File: config.mk
export PLATFORM = sky130hd
export DESIGN_NAME = art_table_ram
export DESIGN_NICKNAME = d
export VERILOG_FILES = /design/src/art_pkg.sv /design/src/art_table_ram.sv
export SDC_FILE = /design/constraint.sdc
export NUM_CORES = 2
export LEC_CHECK = 0
export BUFFER_PORTS_ARGS = -buffer_cell sky130_fd_sc_hd__buf_2
export CORE_MARGIN = 2
export CORE_UTILIZATION = 35
export CTS_BUF_LIST = sky130_fd_sc_hd__clkbuf_8
export DETAILED_ROUTE_END_ITERATION = 12
export GPL_ROUTABILITY_DRIVEN = 0
export PLACE_DENSITY = 0.57
export SLEW_MARGIN = 10
export SYNTH_ARGS = -nofsm -noshare
export SYNTH_HDL_FRONTEND = slang
export SYNTH_MEMORY_MAX_BITS = 65536
export SYNTH_SLANG_ARGS = --single-unit
File: constraint.sdc
create_clock -name clock -period 10.65 [get_ports clock]
set_input_delay 0 -clock clock [delete_from_list [all_inputs] [get_ports clock]]
set_output_delay 0 -clock clock [all_outputs]
set_load 0.05 [all_outputs]
File: src/art_pkg.sv
// ----------------------------------------------------------------------------
// art_pkg
// Types and codes shared by the address region table modules.
// ----------------------------------------------------------------------------
package art_pkg;

   localparam int ADDR_W  = 32;
   localparam int USED_W  = 7;
   localparam int FLAG_W  = 4;
   localparam int CSR_IDX_W = 2;

   localparam logic [1:0] OP_MAP   = 2'd0;
   localparam logic [1:0] OP_FIND  = 2'd1;
   localparam logic [1:0] OP_CHECK = 2'd2;
   localparam logic [1:0] OP_CLEAR = 2'd3;

   localparam logic [1:0] ST_OK      = 2'd0;
   localparam logic [1:0] ST_DENIED  = 2'd1;
   localparam logic [1:0] ST_INVALID = 2'd2;
   localparam logic [1:0] ST_FULL    = 2'd3;

   localparam logic [CSR_IDX_W-1:0] CSR_USER_BASE = 2'd0;
   localparam logic [CSR_IDX_W-1:0] CSR_USER_TOP  = 2'd1;

   localparam logic [ADDR_W-1:0] USER_BASE_RST = 32'h0020_0000;
   localparam logic [ADDR_W-1:0] USER_TOP_RST  = 32'hB000_0000;

   localparam int PERM_READ  = 0;
   localparam int PERM_WRITE = 1;
   localparam int PERM_STACK = 3;

   typedef struct packed {
      logic [1:0]        opcode;
      logic [ADDR_W-1:0] address;
      logic [ADDR_W-1:0] length;
      logic [FLAG_W-1:0] region_flags;
      logic              write_access;
   } req_type;

   typedef struct packed {
      logic [1:0]        status;
      logic [ADDR_W-1:0] found_start;
      logic [ADDR_W-1:0] found_end;
      logic [FLAG_W-1:0] found_flags;
      logic [USED_W-1:0] entries_used;
   } rsp_type;

   typedef struct packed {
      logic [ADDR_W-1:0] region_start;
      logic [ADDR_W-1:0] region_end;
      logic [FLAG_W-1:0] perm;
   } entry_type;

   typedef enum logic [2:0] {
      S_IDLE,
      S_PREP,
      S_READ,
      S_EVAL,
      S_PLACE,
      S_SHIFT_RD,
      S_SHIFT_WR,
      S_INSERT_DONE
   } seq_state_type;

endpackage

File: src/art_table_ram.sv
// ----------------------------------------------------------------------------
// art_table_ram
// Region entry store: one write port, one registered read port.
// ----------------------------------------------------------------------------
module art_table_ram #(
   parameter int DEPTH = 64,
   parameter int IDX_W = 6
) (
   input  logic                clock,
   input  logic                wr_en,
   input  logic [IDX_W-1:0]    wr_addr,
   input  art_pkg::entry_type  wr_data,
   input  logic                rd_en,
   input  logic [IDX_W-1:0]    rd_addr,
   output art_pkg::entry_type  rd_data
);
   import art_pkg::*;

   entry_type mem [DEPTH];
   entry_type rd_data_ff;

   always_ff @(posedge clock) begin
      if (wr_en) begin
         mem[wr_addr] <= wr_data;
      end
   end

   always_ff @(posedge clock) begin
      if (rd_en) begin
         rd_data_ff <= mem[rd_addr];
      end
   end

   assign rd_data = rd_data_ff;

endmodule

==> Word-level counts from Yosys, hierarchy flattened <==
Memories as Yosys holds them, arrays and structs flattened. A register that Yosys moved wholly into a read port is not among the register bits.
Cells that the tools add are included.
{ "word_totals": {"register_bits": 0, "ramBits": 4352, "input_bits": 83, "out_inout_bits": 68, "elab_cells": 3, "n_memories": 1} }
{ "mem_list": {"columns": ["name", "words", "word_bits", "rd", "rd_ports_with_merged_regs", "write_ports", "line_no", "source"], "rows": [
  ["mem", 64, 68, 1, 1, 1, "art_table_ram.sv:19", "entry_type mem [DEPTH];"]
]} }
{ "classes": {"muxes": 2} }
{ "op_table": {"columns": ["op", "n"], "rows": [
  ["two-way mux 1 bit", 2]
]} }

==> Logic depth before layout (Yosys ltp) <==
{ "logic_depth": {"word_depth": 2, "ltp_mapped": 10, "ltp_nobuf": 5} }

==> Worst setup path after synthesis <==
OpenSTA, ideal clock, no wires.
{ "synth_timing": {"path_type": "input to register", "startpoint": "in wr_addr[3]", "endpoint": "mem mem[48][0] in the netlist's numbering, enable pin", "setup_ps": 577, "t_arrival_ps": 5114, "t_required_ps": 10073, "path_slack_ps": 4959, "path_stages": 4, "n_path_buf": 1, "cell_sequence": "clkbuf_1 nor2b_1 nand4b_1 nor3_1"} }
{ "synth_lines": {"columns": ["item", "line_no", "source"], "rows": [
  ["start, declared", "art_table_ram.sv:11", "input logic [IDX_W-1:0] wr_addr,"],
  ["end, declared", "art_table_ram.sv:19", null]
]} }
No word-level cell before the write port.

==> reports/results.tsv <==
stage	metric	value	unit
pwr	sequential power share	0.569	
timing	Fmax	0.2861	GHz
global_routing	initial antenna violation count	53	
clocking	clock transition at the registers of the reported paths	0.07	ns
clocking	clock sink count	4420	
floorplanning	Starting Density	0.3507	
cells_and_area	nets@finish	7916	
cells_and_area	Layout area overhead	13.41	%
job	maxcap violations	0	
synthesis	count leader, synth	edfxtp_1	
pwr	leak pwr	58.35	nW
detailed_routing	WL/cell	35.03	um
global_routing	global-route wire length before repair	695600	um
critical_path	Critical Path Sink Type	flip-flop	
detailed_routing	DR pass1 iterations	5	
pwr	Net Sw Power	7.942	mW
global_routing	largest net degree at the start of global routing	103	
timing	post-route setup slack	7.155	ns
floorplanning	Row Count	253	
timing	fin crit share	0.3282	
detailed_routing	drc violations	0	
pwr	total power	34.05	mW
floorplanning	IO Pins	151	
critical_path	FF-to-FF Start	mem[40][67]	
timing	fin. max-slew vios	0	
hold_path	Hold Path Class	in2reg	
floorplanning	Die Footprint	480400	um2
pwr	Sw Share	0.2333	
synthesis	synthesized cell area	166200	um2
timing	min Tclk post-route	3.495	ns
global_routing	gr usage total	0.2079	
clocking	Clock Root Buffer	clkbuf_8	
synthesis	synth warn	0	
synthesis	area share of the largest cell type after synthesis	0.7986	
placement	dpl ws	6.706	ns
timing	RSZ-0062 raised after global routing	no	
floorplanning	Core ar.	473900	um2
clocking	# H-tree levels	6	
floorplanning	Die Ht	693.1	um
clocking	CTS tree	yes	
synthesis	Synth Area per Inst	23.48	um2
critical_path	Critical Path Start	rd_addr[1]	
timing	worst-margin pin slew	1.226	ns
pwr	share of total power in the clock network	0.379	
synthesis	register area share after synthesis	0.7986	
pwr	Worst IR Drop VDD	0.1495	mV
detailed_routing	final antenna-violating net count	0	
global_routing	vias in the first global route	84400	
critical_path	critical path type	in2reg	
floorplanning	Die X	693.1	um
timing	Fin. Hold Viols	0	
clocking	CTS Buf Count	694	
clocking	Max Root-Sink Buffers	4	
pwr	cell-internal power	26.11	mW
clocking	Post-CTS Setup Bufs	0	
synthesis	Netlist cell types	34	
synthesis	EDFF count, synth	4420	
pwr	power share of the combinational group	0.052	
synthesis	leading area contributor after synthesis	edfxtp_1	
synthesis	Cells after Synth	7077	
detailed_routing	initial drt markers	12500	
timing	normalized max-slew margin	0.1806	
global_routing	grt ovf	0	
outcome	status	complete, no violations	
pwr	PD cells	180.6	nW/um2
synthesis	Synth Flop Type	edfxtp_1	
clocking	clk_lat worst skew	1.21	ns
placement	Post-DP HPWL	262300	um
detailed_routing	detailed-route via count	84810	
hold_path	HP Start	wr_data[1]	
synthesis	Synth Net Count	7160	
detailed_routing	Avg Vias per Cell	5.804	
critical_path	Crit path required time	11.59	ns
placement	buffers added on ports	150	
critical_path	Max FO, Critical Path	100	
synthesis	fraction of registers with async set or reset after synthesis	0	
timing	TNS Setup	0	ns
critical_path	CP arrival	4.44	ns
cells_and_area	layout cells sized above 1	0.2747	
timing	Hold Slack	0.09170	ns
timing	Final setup viols	0	
synthesis	Yosys reg bits	4420	
timing	Final Skew	0.05027	ns
synthesis	Synth area leaders	edfxtp_1, mux4_2, o22ai_1, mux2i_1, a211oi_1	
synthesis	Synth top cells by count	edfxtp_1, mux4_2, o22ai_1	
critical_path	Setup crit start kind	input port	
detailed_routing	Post-Route WL	511900	um
-- registers in the layout (all words and copies together) (netlist names) --
signal,count
mem,4352
rd_data,68
-- stage by stage --
step	util	instances	area (um2)
2_1_floorplan	-	7077	166200
3_3_place_gp	0.3696	13270	175200
3_5_place_dp	0.3696	13270	175200
4_1_cts	0.3976	14600	188400
5_1_grt	0.3977	14610	188500
6_report	0.3977	14610	188500
-- metal layers --
metal / track usage / share of wire
met3: 0.04396 / 0.11
met2: 0.3309 / 0.47
met5: 0 / 0.00014
met1: 0.2924 / 0.39
met4: 0.05257 / 0.025
-- cells in the final DEF (no fill, tap or decap), types with 29 or more instances in the layout --
cell type      synthesis  final
o22ai_1              370    370
mux4_2              1031   1031
buf_2                 83    144
a22oi_1               60     60
inv_1                  1    249
nor4_1                56     56
clkinv_2               0     43
buf_4                 68    187
nor2b_1               84     81
nor2_4                 0     62
clkbuf_8               0    702
o22a_1                56     56
edfxtp_1            4420   4420
mux2i_1              130    130
clkinv_1               0    170
buf_12                 0     36
nor3_1               103    101
dlygate4sd3_1          0    102
nand3_1               30     29
a211oi_1             108    108
-- worst paths after layout --
kind	cells past startpoint	end	slack, ns
worst min-delay path	2	mem[46][1]	0.09
worst max register to register	6	rd_data[67]	8.23
worst min register to register	4	rd_data[65]	0.92
worst max-delay path	10	rd_data[10]	7.15
-- critical path, stage by stage --
cell	delay (ns)
dlygate4sd3_1	0.57
buf_8	0.49
buf_12	0.47
buf_4	0.58
buf_12	0.43
mux4_2	0.42
mux2i_1	0.13
a21oi_1	0.09
dlygate4sd3_1	0.59
o22a_1	0.17
-- kinds of logic (layout without fill, tap and decap cells) --
group,after synthesis,in the layout,share of synthesized area
multiplexers,1161,1161,0.1475
flip-flops,4420,4420,0.7986
other,0,9,0
AO/OA/AOI/OAI,669,669,0.02770
buffers and inverters,414,1693,0.01327
AND/OR/NAND/NOR,413,413,0.01287
-- area by class of cell --
class                           count  area (um2)
Fill cell                       41450      285400
Multi-Input combinational cell   2243       31860
Clock buffer                      702        9662
Clock inverter                    517        2452
Timing Repair Buffer              473        3935
Tap cell                         6247        7816
Sequential cell                  4420      132700
Antenna cell                        9       22.52
Inverter                            1       5.005
-- what timing repair did --
| action | CTS | global route |
|---|---|---|
| endpoints found under the hold margin | 5084 | 18 |
| hold buffers | 108 | 1 |
| resized for setup | 0 | 0 |
-- power groups by stage --
stage,sequential (mW),combinational [mW],clock (mW)
finish,19.4,1.77,12.9
global route,19.4,1.86,13.8
CTS,19.4,1.77,13.1
detailed placement,19.8,1.72,0
global placement,19.7,1.69,0
floorplan,19.8,0.893,0
Power figures use the tool's default switching activity.
