### src/art_pkg.sv
// ----------------------------------------------------------------------------
// art_pkg
// Types and codes shared by the address region table modules.
// ----------------------------------------------------------------------------
package art_pkg;

   localparam int ADDR_W  = 32;
   localparam int USED_W  = 7;
   localparam int FLAG_W  = 4;
   localparam int CSR_IDX_W = 2;

   localparam logic [1:0] OP_MAP   = 2'd0;
   localparam logic [1:0] OP_FIND  = 2'd1;
   localparam logic [1:0] OP_CHECK = 2'd2;
   localparam logic [1:0] OP_CLEAR = 2'd3;

   localparam logic [1:0] ST_OK      = 2'd0;
   localparam logic [1:0] ST_DENIED  = 2'd1;
   localparam logic [1:0] ST_INVALID = 2'd2;
   localparam logic [1:0] ST_FULL    = 2'd3;

   localparam logic [CSR_IDX_W-1:0] CSR_USER_BASE = 2'd0;
   localparam logic [CSR_IDX_W-1:0] CSR_USER_TOP  = 2'd1;

   localparam logic [ADDR_W-1:0] USER_BASE_RST = 32'h0020_0000;
   localparam logic [ADDR_W-1:0] USER_TOP_RST  = 32'hB000_0000;

   localparam int PERM_READ  = 0;
   localparam int PERM_WRITE = 1;
   localparam int PERM_STACK = 3;

   typedef struct packed {
      logic [1:0]        opcode;
      logic [ADDR_W-1:0] address;
      logic [ADDR_W-1:0] length;
      logic [FLAG_W-1:0] region_flags;
      logic              write_access;
   } req_type;

   typedef struct packed {
      logic [1:0]        status;
      logic [ADDR_W-1:0] found_start;
      logic [ADDR_W-1:0] found_end;
      logic [FLAG_W-1:0] found_flags;
      logic [USED_W-1:0] entries_used;
   } rsp_type;

   typedef struct packed {
      logic [ADDR_W-1:0] region_start;
      logic [ADDR_W-1:0] region_end;
      logic [FLAG_W-1:0] perm;
   } entry_type;

   typedef enum logic [2:0] {
      S_IDLE,
      S_PREP,
      S_READ,
      S_EVAL,
      S_PLACE,
      S_SHIFT_RD,
      S_SHIFT_WR,
      S_INSERT_DONE
   } seq_state_type;

endpackage

### src/art_ctrl.sv
// ----------------------------------------------------------------------------
// art_ctrl
// Sequencer and shared compare datapath: walks the table one entry at a time.
// ----------------------------------------------------------------------------
module art_ctrl #(
   parameter int MAX_REGIONS = 64,
   parameter int PAGE_BITS   = 12,
   parameter int IDX_W       = 6,
   parameter int CNT_W       = 7
) (
   input  logic                 clock,
   input  logic                 reset,
   input  logic                 req_valid,
   input  art_pkg::req_type     req_data,
   output logic                 req_stall,
   input  logic [31:0]          user_base,
   input  logic [31:0]          user_top,
   output logic                 done_valid,
   output art_pkg::rsp_type     done_data,
   input  logic                 done_take,
   output logic                 ram_wr_en,
   output logic [IDX_W-1:0]     ram_wr_addr,
   output art_pkg::entry_type   ram_wr_data,
   output logic                 ram_rd_en,
   output logic [IDX_W-1:0]     ram_rd_addr,
   input  art_pkg::entry_type   ram_rd_data
);
   import art_pkg::*;

   localparam logic [ADDR_W-1:0] PG_OFF  = (ADDR_W'(1) << PAGE_BITS) - ADDR_W'(1);
   localparam logic [ADDR_W-1:0] PG_SIZE = ADDR_W'(1) << PAGE_BITS;
   localparam logic [CNT_W-1:0]  MAX_CNT = CNT_W'(MAX_REGIONS);

   seq_state_type state_ff, state_in;
   req_type       item_ff, item_in;
   logic [ADDR_W-1:0] cur_ff, cur_in, lim_ff, lim_in;
   logic [CNT_W-1:0]  idx_ff, idx_in, pos_ff, pos_in, total_ff, total_in;
   logic [1:0]        stat_ff, stat_in;
   entry_type         res_ff, res_in;

   logic [ADDR_W-1:0] sum_len, map_start, map_end;
   logic              map_win, chk_win;
   logic [CNT_W-1:0]  idx_inc, idx_dec;
   logic              last, overlap, contains, beyond, perm_ok, guard_hit;
   entry_type         ent;

   assign ent       = ram_rd_data;
   assign sum_len   = item_ff.address + item_ff.length;
   assign map_start = item_ff.address & ~PG_OFF;
   assign map_end   = (sum_len + PG_OFF) & ~PG_OFF;
   assign map_win   = (user_base <= map_start) && (map_start < map_end) &&
                      (map_end <= user_top);
   assign chk_win   = (user_base <= item_ff.address) && (item_ff.address < sum_len) &&
                      (sum_len <= user_top);
   assign idx_inc   = idx_ff + CNT_W'(1);
   assign idx_dec   = idx_ff - CNT_W'(1);
   assign last      = (idx_inc == total_ff);
   assign overlap   = (ent.region_start < lim_ff) && (cur_ff < ent.region_end);
   assign contains  = (ent.region_start <= cur_ff) && (cur_ff < ent.region_end);
   assign beyond    = (ent.region_start > cur_ff);
   assign perm_ok   = item_ff.write_access ? ent.perm[PERM_WRITE] : ent.perm[PERM_READ];
   // first page of a stack region is the guard page
   assign guard_hit = item_ff.write_access && ent.perm[PERM_STACK] &&
                      ((cur_ff - ent.region_start) < PG_SIZE);

   always_ff @(posedge clock) begin
      if (reset) begin
         state_ff <= S_IDLE;
         total_ff <= '0;
      end else begin
         state_ff <= state_in;
         total_ff <= total_in;
      end
   end

   always_ff @(posedge clock) begin
      item_ff <= item_in;
      cur_ff  <= cur_in;
      lim_ff  <= lim_in;
      idx_ff  <= idx_in;
      pos_ff  <= pos_in;
      stat_ff <= stat_in;
      res_ff  <= res_in;
   end

   // next state
   always_comb begin
      state_in = state_ff;
      case (state_ff)
         S_IDLE: begin
            if (req_valid) state_in = S_PREP;
         end
         S_PREP: begin
            case (item_ff.opcode)
               OP_MAP: begin
                  if (!map_win) state_in = S_INSERT_DONE;
                  else if (total_ff == '0) state_in = S_PLACE;
                  else state_in = S_READ;
               end
               OP_FIND: state_in = (total_ff == '0) ? S_INSERT_DONE : S_READ;
               OP_CHECK: begin
                  if (!chk_win || total_ff == '0) state_in = S_INSERT_DONE;
                  else state_in = S_READ;
               end
               default: state_in = S_INSERT_DONE;
            endcase
         end
         S_READ: state_in = S_EVAL;
         S_EVAL: begin
            case (item_ff.opcode)
               OP_MAP: begin
                  if (overlap) state_in = S_INSERT_DONE;
                  else if (last) state_in = S_PLACE;
                  else state_in = S_READ;
               end
               OP_FIND: begin
                  if (contains || beyond || last) state_in = S_INSERT_DONE;
                  else state_in = S_READ;
               end
               default: begin
                  if (contains) begin
                     if (!perm_ok || guard_hit || ent.region_end >= lim_ff || last)
                        state_in = S_INSERT_DONE;
                     else
                        state_in = S_READ;
                  end else if (beyond || last) begin
                     state_in = S_INSERT_DONE;
                  end else begin
                     state_in = S_READ;
                  end
               end
            endcase
         end
         S_PLACE: begin
            if (total_ff >= MAX_CNT) state_in = S_INSERT_DONE;
            else if (pos_ff == total_ff) state_in = S_INSERT_DONE;
            else state_in = S_SHIFT_RD;
         end
         S_SHIFT_RD: state_in = S_SHIFT_WR;
         S_SHIFT_WR: state_in = (idx_dec == pos_ff) ? S_INSERT_DONE : S_SHIFT_RD;
         S_INSERT_DONE: begin
            if (done_take) state_in = S_IDLE;
         end
         default: state_in = S_IDLE;
      endcase
   end

   // register updates
   always_comb begin
      item_in  = item_ff;
      cur_in   = cur_ff;
      lim_in   = lim_ff;
      idx_in   = idx_ff;
      pos_in   = pos_ff;
      total_in = total_ff;
      stat_in  = stat_ff;
      res_in   = res_ff;
      case (state_ff)
         S_IDLE: begin
            if (req_valid) item_in = req_data;
         end
         S_PREP: begin
            idx_in = '0;
            pos_in = '0;
            res_in = '0;
            case (item_ff.opcode)
               OP_MAP: begin
                  cur_in  = map_start;
                  lim_in  = map_end;
                  stat_in = map_win ? ST_OK : ST_INVALID;
               end
               OP_FIND: begin
                  cur_in  = item_ff.address;
                  stat_in = ST_DENIED;
               end
               OP_CHECK: begin
                  cur_in  = item_ff.address;
                  lim_in  = sum_len;
                  stat_in = ST_DENIED;
               end
               default: begin
                  total_in = '0;
                  stat_in  = ST_OK;
               end
            endcase
         end
         S_EVAL: begin
            idx_in = idx_inc;
            case (item_ff.opcode)
               OP_MAP: begin
                  if (ent.region_start <= cur_ff) pos_in = idx_inc;
                  if (overlap) stat_in = ST_INVALID;
               end
               OP_FIND: begin
                  if (contains) begin
                     stat_in = ST_OK;
                     res_in  = ent;
                  end
               end
               default: begin
                  if (contains && perm_ok && !guard_hit) begin
                     cur_in = ent.region_end;
                     if (ent.region_end >= lim_ff) stat_in = ST_OK;
                  end
               end
            endcase
         end
         S_PLACE: begin
            idx_in = total_ff;
            if (total_ff >= MAX_CNT) stat_in = ST_FULL;
         end
         S_SHIFT_WR: idx_in = idx_dec;
         S_INSERT_DONE: begin
            // first cycle here after a successful placement writes the entry
            if (item_ff.opcode == OP_MAP && stat_ff == ST_OK && res_ff == '0) begin
               res_in   = '{region_start: cur_ff, region_end: lim_ff,
                            perm: item_ff.region_flags};
               total_in = total_ff + CNT_W'(1);
            end
         end
         default: ;
      endcase
   end

   logic insert_now;
   // map results always carry a nonzero end, so a zero result marks the write cycle
   assign insert_now = (state_ff == S_INSERT_DONE) && (item_ff.opcode == OP_MAP) &&
                       (stat_ff == ST_OK) && (res_ff == '0);

   // outputs
   always_comb begin
      req_stall   = (state_ff != S_IDLE);
      ram_rd_en   = 1'b0;
      ram_rd_addr = idx_ff[IDX_W-1:0];
      ram_wr_en   = 1'b0;
      ram_wr_addr = idx_ff[IDX_W-1:0];
      ram_wr_data = ram_rd_data;
      done_valid  = 1'b0;
      case (state_ff)
         S_READ: ram_rd_en = 1'b1;
         S_SHIFT_RD: begin
            ram_rd_en   = 1'b1;
            ram_rd_addr = idx_dec[IDX_W-1:0];
         end
         S_SHIFT_WR: ram_wr_en = 1'b1;
         S_INSERT_DONE: begin
            ram_wr_en   = insert_now;
            ram_wr_addr = pos_ff[IDX_W-1:0];
            ram_wr_data = '{region_start: cur_ff, region_end: lim_ff,
                            perm: item_ff.region_flags};
            done_valid  = !insert_now;
         end
         default: ;
      endcase
   end

   assign done_data = '{status: stat_ff, found_start: res_ff.region_start,
                        found_end: res_ff.region_end, found_flags: res_ff.perm,
                        entries_used: USED_W'(total_ff)};

endmodule

### config.mk
export PLATFORM = sky130hd
export DESIGN_NAME = art_ctrl
export DESIGN_NICKNAME = d
export VERILOG_FILES = /design/src/art_pkg.sv /design/src/art_ctrl.sv
export SDC_FILE = /design/constraint.sdc
export NUM_CORES = 1
export LEC_CHECK = 0
export BUFFER_PORTS_ARGS = -buffer_cell sky130_fd_sc_hd__buf_2
export CORE_MARGIN = 4
export CORE_UTILIZATION = 51
export DETAILED_ROUTE_END_ITERATION = 12
export GPL_TIMING_DRIVEN = 0
export PLACE_DENSITY_LB_ADDON = 0.25
export SLEW_MARGIN = 25
export SYNTH_ARGS = -nofsm -noshare
export SYNTH_HDL_FRONTEND = slang
export SYNTH_SLANG_ARGS = --single-unit
export TNS_END_PERCENT = 1
### constraint.sdc
create_clock -name clock -period 6.6 [get_ports clock]
set_input_delay 0.66 -clock clock [delete_from_list [all_inputs] [get_ports clock]]
set_output_delay 0.66 -clock clock [all_outputs]
set_load 0.01 [all_outputs]
; Word level (Yosys, flattened, before mapping)
; Index checks and enable logic that the tools add are counted.
[totals]
ff_bits = 229
out_inout_bits = 161
[op_classes]
add_sub_neg = 6
magnitude_cmp = 13
n_eq_ne = 28
n_mux = 50
reduce_logical = 50
[op_table]
columns = op, n
row1 = two-way mux 68 bit, 4
row2 = case mux 68 bit (3 select lines), 1
row3 = case mux 32 bit (2 select lines), 3
row4 = less-or-equal comparator 32 bit, 5
row5 = < comparator 32 bit, 4
row6 = logical NOT 68 bit, 1
row7 = two-way mux 32 bit, 2
row8 = two-way mux 3 bit, 12
row9 = adder 32 x 12 -> 32 bit (second input constant), 1
row10 = adder 32 bit, 1
row11 = greater-or-equal comparator 32 bit, 1
row12 = greater-than comparator 32 bit, 1
row13 = < comparator 32 x 13 -> 1 bit (second input constant), 1
row14 = subtractor 32 bit, 1
row15 = two-way mux 7 bit, 4
row16 = case mux 7 bit (2 select lines), 2
row17 = case mux 7 bit (4 select lines), 1
row18 = case mux 3 bit (8 select lines), 1
row19 = != test 2 bit (second input constant), 11
row20 = equality test 7 bit, 3
row21 = two-way mux 2 bit, 9
row22 = logical AND 1 bit, 15
row23 = adder 7 x 1 -> 7 bit (second input constant), 2
row24 = equality test 3 bit (second input constant), 4
row25 = other kinds (29), 57

; Logic depth before layout (Yosys ltp)
; Gate-level depths: netlist (run 1).
[logic_depth]
depth_word = 10
depth_mapped = 28

; Least setup slack after synthesis (run 1)
; Ideal clock, no wire load.
[synth_timing]
path_type = input-to-reg
start = in ram_rd_data[21] (netlist bit)
end = reg res_ff (netlist bit done_data[10]) (enable)
arrival_time_ps = 5504
required_ps = 6104
slack_ps = 600
path_stages = 14
n_path_buf = 0
cell_sequence = inv_1 ha_1 a21o_1 a21o_1 a21o_1 a21o_1 a21oi_1 o21ai_0 a211oi_1 nor2b_1 nand2_1 a21oi_1 nor2_1 nor2_1
[synth_between]
elab_chain_cells = 4
[synth_rtl]
columns = element, line_no
row1 = "start, declared", art_ctrl.sv:26  ; input art_pkg::entry_type ram_rd_data
row2 = < comparator 32 bit, art_ctrl.sv:59  ; assign contains = (ent.region_start <= cur_ff) && (cur_ff < ent.region_end);
row3 = logical AND 1 bit, art_ctrl.sv:59
row4 = != test 2 bit (no line), --
row5 = AND reduction 4 bit (no line), --
row6 = "end signal, assigned", art_ctrl.sv:83  ; res_ff <= res_in;
row7 = "end, declared", art_ctrl.sv:39  ; entry_type res_ff, res_in;
; Every way passes these cells.
; A chain may end at the register's enable or synchronous reset.

; Worst setup path in the final report (run 1)
[layout_timing]
start = reg item_ff[37] (netlist bit)
end = reg state_ff[0]
[layout_between]
elab_chain_cells = 9
word_cells_on_any_way = 17
[layout_rtl]
columns = element, line_no
row1 = "start, declared", art_ctrl.sv:35  ; req_type item_ff, item_in;
row2 = "start signal, assigned", art_ctrl.sv:77  ; item_ff <= item_in;
row3 = "parallel branches: the longest is 7 deep, another holds adder 32 bit", --
row4 = case mux 3 bit (3 select lines) (*), art_ctrl.sv:94  ; case (item_ff.opcode)
row5 = case mux 3 bit (8 select lines) (*), art_ctrl.sv:89  ; case (state_ff)
row6 = "end signal, assigned", art_ctrl.sv:71  ; state_ff <= state_in;
row7 = "end, declared", art_ctrl.sv:34  ; seq_state_type state_ff, state_in;
; Mark *: on every way between the ends.

==> metrics.txt, run 1 <==
CTS Sinks 229; initial antenna violation count 4; post-route ant nets 0; Detailed Place HPWL 61500 um; H-tree Lvls 1; EDFF count, synth 219; vias per std cell 6.02; status finished clean; Routability Congestion 1.00; die width 207 um; Initial Utilization 0.518; pwr dens 439 nW/um^2; area delta synth->final 18.4%; CP delay by family, top compound AO/OA/AOI/OAI gates; Tot GR Track Use 0.325; layout cells sized above 1 0.190; final hold viol count 0; final period utilization 0.957; Rel. slew slack 0.236; CP bufs+invs 1; Worst-Skew Late Latency 570 ps; Crit Path Max Fanout 6; # IOs 368; unrepaired setup endpoints after global routing yes; fillers 3430; die footprint 42700 um^2; core box area 38800 um^2; row count 72; yosys warns 0; P_leak 10.9 nW; Mapped Area 20100 um^2; worst endpoint required time 7090 ps; first-pass GRT wire length 105000 um; First-pass DRT Iterations 6; clock slew at reported path FFs 70 ps; Setup CP Type register to register; number of I/O port buffers 367; Final Critical Period 6320 ps; Synth Register Bits 229; Final nets 3169; Starting DRT DRC Count 1613; delay of the slowest critical-path stage 460 ps; commonest register cell after synthesis edfxtp_1; Peak Freq 158 MHz; Die Y-Extent 207 um; WL/cell 22.8 um; vias in the first global route 18200; Max Cap Viol 0; slowest CP cell edfxtp_1; CTS Buf Count 26; largest net degree at the start of global routing 29; DP Worst Slack -557 ps; Slew @ Worst Pin 1140 ps; Remaining DRCs 0; clk root buf clkbuf_16; vias 19300; total power 0.0105 W; post-synthesis cell type count 101; Slew Viols, Final 0; total routed wirelength 73000 um; Final setup viols 0; Crit. End Element register; Hold Path Class primary input to register; arrival time worst endpoint 6810 ps; Max clock buf depth 3; fraction of the yosys area taken by sequential cells 0.337; Cells after Synth 2263; final worst slack 285 ps; Max VDD drop 0.315 mV; most frequent CP cell a21oi_1; register area 6780 um^2; CTS tree yes; area of the multi-input gates 12300 um^2; Avg Cell Area, Syn 8.89 um^2; Critical Path Source Type register; Clock Skews 26.3 ps; Mapped Nets 2762; total gr overflow 0; ys async rst share 0
layout by cell type (no fill, tap or decap), types with 9 or more instances in the layout:
cell | synthesis | layout
o211ai_1 | 22 | 22
or2_2 | 9 | 9
a31oi_1 | 18 | 18
and2_1 | 19 | 19
xnor2_1 | 65 | 64
or3_1 | 10 | 10
nor3_1 | 36 | 35
clkbuf_1 | 60 | 60
a21oi_1 | 125 | 120
nand2_1 | 263 | 263
nand2b_1 | 18 | 18
nor4_1 | 33 | 32
edfxtp_1 | 219 | 219
nor2_1 | 121 | 117
clkbuf_16 | 0 | 27
nand4_1 | 53 | 53
a211oi_1 | 25 | 24
nand3_1 | 36 | 34
o21ai_0 | 226 | 222
inv_1 | 238 | 238
o21ai_1 | 8 | 12
ha_1 | 291 | 290
o21a_1 | 13 | 12
and3_1 | 10 | 10
buf_4 | 5 | 12
xor2_1 | 29 | 28
o21bai_1 | 10 | 10
dfxtp_1 | 10 | 10
buf_2 | 9 | 376
a21oi_2 | 5 | 9
and4_1 | 16 | 16
nor2b_1 | 24 | 24
a21o_1 | 85 | 85
what timing repair did:
| action | CTS | global route |
|---|---|---|
| pin swaps | 2 | 5 |
| hold buffers | 0 | 0 |
| buffers inserted | 1 | 6 |
| gates resized for setup | 8 | 19 |
| endpoints found under the setup margin | 4 | 4 |
per-stage QoR:
stage	utilization	instance area, um^2	std cells	TNS (ps)	hold slack [ps]
floorplan	-	20100	2263	0	502
global placement	0.582	22600	3148	-107600	563
detailed placement	0.587	22800	3154	-1710	585
CTS	0.610	23700	3201	0	240
global route	0.614	23800	3210	-18.5	248
finish	0.614	23800	3210	0	259
per-layer routing:
| layer | share of wire | track usage | wire, um |
|---|---|---|---|
| met5 | 0 | 0 | 0 |
| met4 | 0.047 | 0.133 | 3450 |
| met3 | 0.083 | 0.0420 | 6090 |
| met2 | 0.45 | 0.523 | 32600 |
| met1 | 0.42 | 0.445 | 30900 |
worst register-to-register path, cell delays in order (launching register included):
cell      delay (ps)
edfxtp_1         460
ha_2             260
fa_2             390
a211oi_4         360
o211ai_1         250
a211oi_1         300
a21oi_1          180
a21o_1           210
a21oi_1          230
o21ai_0          120
a21o_1           220
a21o_1           190
a21oi_1          170
xnor2_1          380
inv_1            100
ha_1             310
nand4_1          150
nor4_1           310
nand4_1          240
o21ai_1          290
nor3_1            70
nand2_1          220
a21oi_1           70
o2111a_1         190
a21oi_2          280
nor3_1           100
a21oi_1          170
final cells by class:
class                   instances  share of cell area
plain buffers                  73              0.0128
repair buffers                380              0.0853
clock buffers                  28              0.0285
well taps                     518              0.0272
multi-input cells            1719               0.516
flip-flops and latches        229               0.284
diodes                          4            0.000420
inverters                     241              0.0380
clock inverters                18             0.00751
registers in the layout (all words and copies together), names as in the netlist:
register / count
stat_ff: 2
item_ff: 71
pos_ff: 7
total_ff: 7
done_data: 68
state_ff: 3
cur_ff: 32
idx_ff: 7
lim_ff: 32
path summary, 6_finish.rpt:
kind / depth (start not counted) / slack [ps] / from / to
max: 26 / 280 / item_ff[37]$_DFFE_PP_ / state_ff[0]$_SDFFE_PP0P_
min: 1 / 260 / req_data[55] / item_ff[55]$_DFFE_PP_
max reg2reg: 26 / 280 / item_ff[37]$_DFFE_PP_ / state_ff[0]$_SDFFE_PP0P_
min reg2reg: 2 / 610 / item_ff[3]$_DFFE_PP_ / done_data[9]$_DFFE_PP_
cell families (layout without fill, tap and decap cells):
logic type                 after synthesis  in the layout  share of synthesized area
muxes                                   12             12                    0.00622
DFF                                    229            229                      0.337
adders and majority gates              295            295                      0.183
other                                    0              4                          0
AOI/OAI and AO/OA                      633            633                      0.201
xor gates and xnor gates                97             97                     0.0442
buffers and inverters                  315            740                     0.0602
and+or+nand+nor                        682            682                      0.169
synth_stat cells, types with 10 or more instances:
| master | number | area share |
|---|---|---|
| a211oi_1 | 25 | 0.0093 |
| a21o_1 | 85 | 0.032 |
| a21oi_1 | 125 | 0.031 |
| a31oi_1 | 18 | 0.0056 |
| and2_1 | 19 | 0.0059 |
| and3_1 | 10 | 0.0031 |
| and4_1 | 16 | 0.0070 |
| clkbuf_1 | 60 | 0.011 |
| dfxtp_1 | 10 | 0.0099 |
| edfxtp_1 | 219 | 0.33 |
| ha_1 | 291 | 0.18 |
| inv_1 | 238 | 0.044 |
| nand2_1 | 263 | 0.049 |
| nand2b_1 | 18 | 0.0056 |
| nand3_1 | 36 | 0.0090 |
| nand4_1 | 53 | 0.016 |
| nor2_1 | 121 | 0.023 |
| nor2b_1 | 24 | 0.0075 |
| nor3_1 | 36 | 0.0090 |
| nor4_1 | 33 | 0.010 |
| o211ai_1 | 22 | 0.0082 |
| o21a_1 | 13 | 0.0048 |
| o21ai_0 | 226 | 0.056 |
| o21bai_1 | 10 | 0.0037 |
| or3_1 | 10 | 0.0031 |
| xnor2_1 | 65 | 0.028 |
| xor2_1 | 29 | 0.013 |
power breakdown:
group	total, W	switching (W)	internal [W]
Sequential	0.00264	0.000401	0.00224
Combinational	0.00635	0.00389	0.00246
Clock	0.00147	0.000614	0.000859
Total	0.0105	0.00491	0.00556
(Power assumes the default switching activity.)
==> run 2, diff against run 1 <==
--- a/config.mk
+++ b/config.mk
@@ -7,7 +7,8 @@
 export LEC_CHECK = 0
 export BUFFER_PORTS_ARGS = -buffer_cell sky130_fd_sc_hd__buf_2
 export CORE_MARGIN = 4
-export CORE_UTILIZATION = 51
+export CORE_UTILIZATION = 58
+export CTS_CLUSTER_DIAMETER = 100
 export DETAILED_ROUTE_END_ITERATION = 12
 export GPL_TIMING_DRIVEN = 0
 export PLACE_DENSITY_LB_ADDON = 0.25
==> run 2 against run 1 <==
Against the previous run: routed wire length grew 0.15%; register-to-register slack worse by 50 ps; non-clock buffer count down 1; critical path type unchanged; flip-flop and latch count stayed put; die area fell by 12%; clock skew fell by 5.9 ps; sequential share of layout area up 0.18 points; utilization grew 8.5 points; worst hold slack improved by 16 ps; largest power group unchanged; sequential power barely moved; setup slack worse by 49 ps.
==> metrics.txt, run 2 (synthesis gave the netlist of run 1 again) <==
Max VDD drop 0.337 mV (was 0.315 mV); Peak Freq 157 MHz (was 158 MHz); fin area 23700 um^2 (was 23800 um^2); Post-DP Area 22700 um^2 (was 22800 um^2); Die Y-Extent 194 um (was 207 um); Final Critical Period 6360 ps (was 6320 ps); CTS Buf Count 25 (was 26); most frequent cells in the layout 376 x buf_2, 290 x ha_1, 263 x nand2_1, 237 x inv_1, 223 x o21ai_0 (was 376 x buf_2, 290 x ha_1, 263 x nand2_1, 238 x inv_1, 222 x o21ai_0); vias 19900 (was 19300); area delta synth->final 17.6% (was 18.4%); Sum Neg Setup Slack 0 ps (unchanged); largest net degree at the start of global routing 30 (was 29); worst endpoint required time 6870 ps (was 7090 ps); Final setup viols 0 (unchanged); # IOs 368 (unchanged); layout cells sized above 1 0.189 (was 0.190); Slew @ Worst Pin 1050 ps (was 1140 ps); row count 67 (was 72); initial antenna violation count 5 (was 4); Crit Path Max Fanout 4 (was 6); Switching Power 0.00494 W (was 0.00491 W); die width 194 um (was 207 um); arrival time worst endpoint 6640 ps (was 6810 ps); Max clock buf depth 3 (unchanged); CTS tree yes (unchanged); final period utilization 0.964 (was 0.957); Starting DRT DRC Count 1981 (was 1613); Slew Viols, Final 0 (unchanged); total routed wirelength 73100 um (was 73000 um); cts hold-fix bufs 0 (unchanged); clock slew at reported path FFs 60 ps (was 70 ps); Routability Congestion 1.05 (was 1.00); Setup CP Type register to register (unchanged); vias per std cell 6.34 (was 6.02); post-route ant nets 0 (unchanged); Hold Path Class primary input to register (unchanged); status finished clean (unchanged); Finished Layout Cells 3138 (was 3210); vias in the first global route 19100 (was 18200); Initial Utilization 0.594 (was 0.518); Detailed Place HPWL 61200 um (was 61500 um); Max Cap Viol 0 (unchanged); die footprint 37800 um^2 (was 42700 um^2); Seq pwr share 0.253 (was 0.252); clock power share 0.130 (was 0.141); P_leak 10.9 nW (about the same); Rel. slew slack 0.292 (was 0.236); total gr overflow 0 (unchanged); number of I/O port buffers 367 (unchanged); Remaining DRCs 0 (unchanged); P_int 0.00549 W (was 0.00556 W); first-pass GRT wire length 109000 um (was 105000 um); WL/cell 23.3 um (was 22.8 um); Logic pwr share 0.617 (was 0.607); Clock Skews 20.4 ps (was 26.3 ps); CTS Sinks 229 (unchanged); commonest non-fill, non-tap cell in the layout buf_2 (unchanged); Largest Register item_ff (unchanged); core box area 33900 um^2 (was 38800 um^2); Worst-Skew Late Latency 560 ps (was 570 ps); pwr dens 440 nW/um^2 (was 439 nW/um^2); clk root buf clkbuf_16 (unchanged); Tot GR Track Use 0.368 (was 0.325); final hold viol count 0 (unchanged); First-pass DRT Iterations 6 (unchanged); Sw Ratio 0.474 (was 0.469); Crit. End Element register (unchanged); max reg flops 71 (unchanged); Final nets 3167 (was 3169); Placed Cells 3084 (was 3154); H-tree Lvls 1 (unchanged); Critical Path Source Type register (unchanged)
## run 2: power groups by stage
stage	combinational, W	sequential [W]	clock (W)
finish	0.00643	0.00264	0.00135
global route	0.00706	0.00267	0.00143
CTS	0.00618	0.00262	0.00136
detailed placement	0.00611	0.00265	0
global placement	0.00579	0.00269	0
floorplan	0.00427	0.00257	0
## run 2: cell type report
class,instances,area [um^2]
Clock inverter,14,135
Clock buffer,30,644
Tap cell,448,561
Buffer,74,309
Sequential cell,229,6780
Antenna cell,5,12.5
Fill cell,2607,10200
Inverter,241,905
Multi-Input combinational cell,1719,12300
Timing Repair Buffer,378,2010
## run 2: per-layer routing
layer | routed length [um] | track usage | up-vias
met5 | 0 | 0 | -
met4 | 3630 | 0.145 | 0
met3 | 7250 | 0.0596 | 187
met2 | 33500 | 0.604 | 1202
met1 | 28700 | 0.491 | 9410
li1 | - | - | 9096
## run 2: worst max-delay path, cell delays in order (launching register included)
cell and delay, ps:
edfxtp_1 470, ha_2 270, fa_2 400, a211oi_4 350, o211ai_1 280, a211oi_1 310
a21oi_1 150, a21o_1 230, a21oi_1 240, xnor2_1 290, inv_2 170, nor3_4 250
nand3_2 190, nor2_2 180, and2_1 200, xnor2_1 170, ha_1 300, nand4_1 90
nor2_1 80, nand4_1 110, nor2_1 70, a211oi_1 220, a21oi_1 170, a2111oi_4 400
o31ai_1 150, a21oi_2 240, o31ai_1 100
## run 2: worst paths after layout
| check | startpoint | end | slack [ps] | cells after the start |
|---|---|---|---|---|
| worst max-delay path | item_ff[37]$_DFFE_PP_ | stat_ff[1]$_DFFE_PP_ | 240 | 26 |
| worst min-delay path | req_data[69] | item_ff[69]$_DFFE_PP_ | 280 | 1 |
| worst max register to register | item_ff[37]$_DFFE_PP_ | stat_ff[1]$_DFFE_PP_ | 240 | 26 |
| worst min register to register | item_ff[3]$_DFFE_PP_ | done_data[9]$_DFFE_PP_ | 610 | 2 |
## run 2: repair_timing
item	4_1_cts	5_1_grt
pin swaps	1	4
cloned	0	0
gates resized for setup	8	26
endpoints found under the setup margin	4	4
setup buffers	0	5
## run 2: per-stage QoR
step | total power, W | utilization | setup WS, ps | hold WS (ps)
2_1_floorplan | 0.00684 | - | 600 | 502
3_3_place_gp | 0.00848 | 0.665 | -1430 | 552
3_5_place_dp | 0.00876 | 0.670 | -566 | 574
4_1_cts | 0.0102 | 0.694 | 67.4 | 253
5_1_grt | 0.0112 | 0.699 | -47.3 | 257
6_report | 0.0104 | 0.699 | 236 | 275
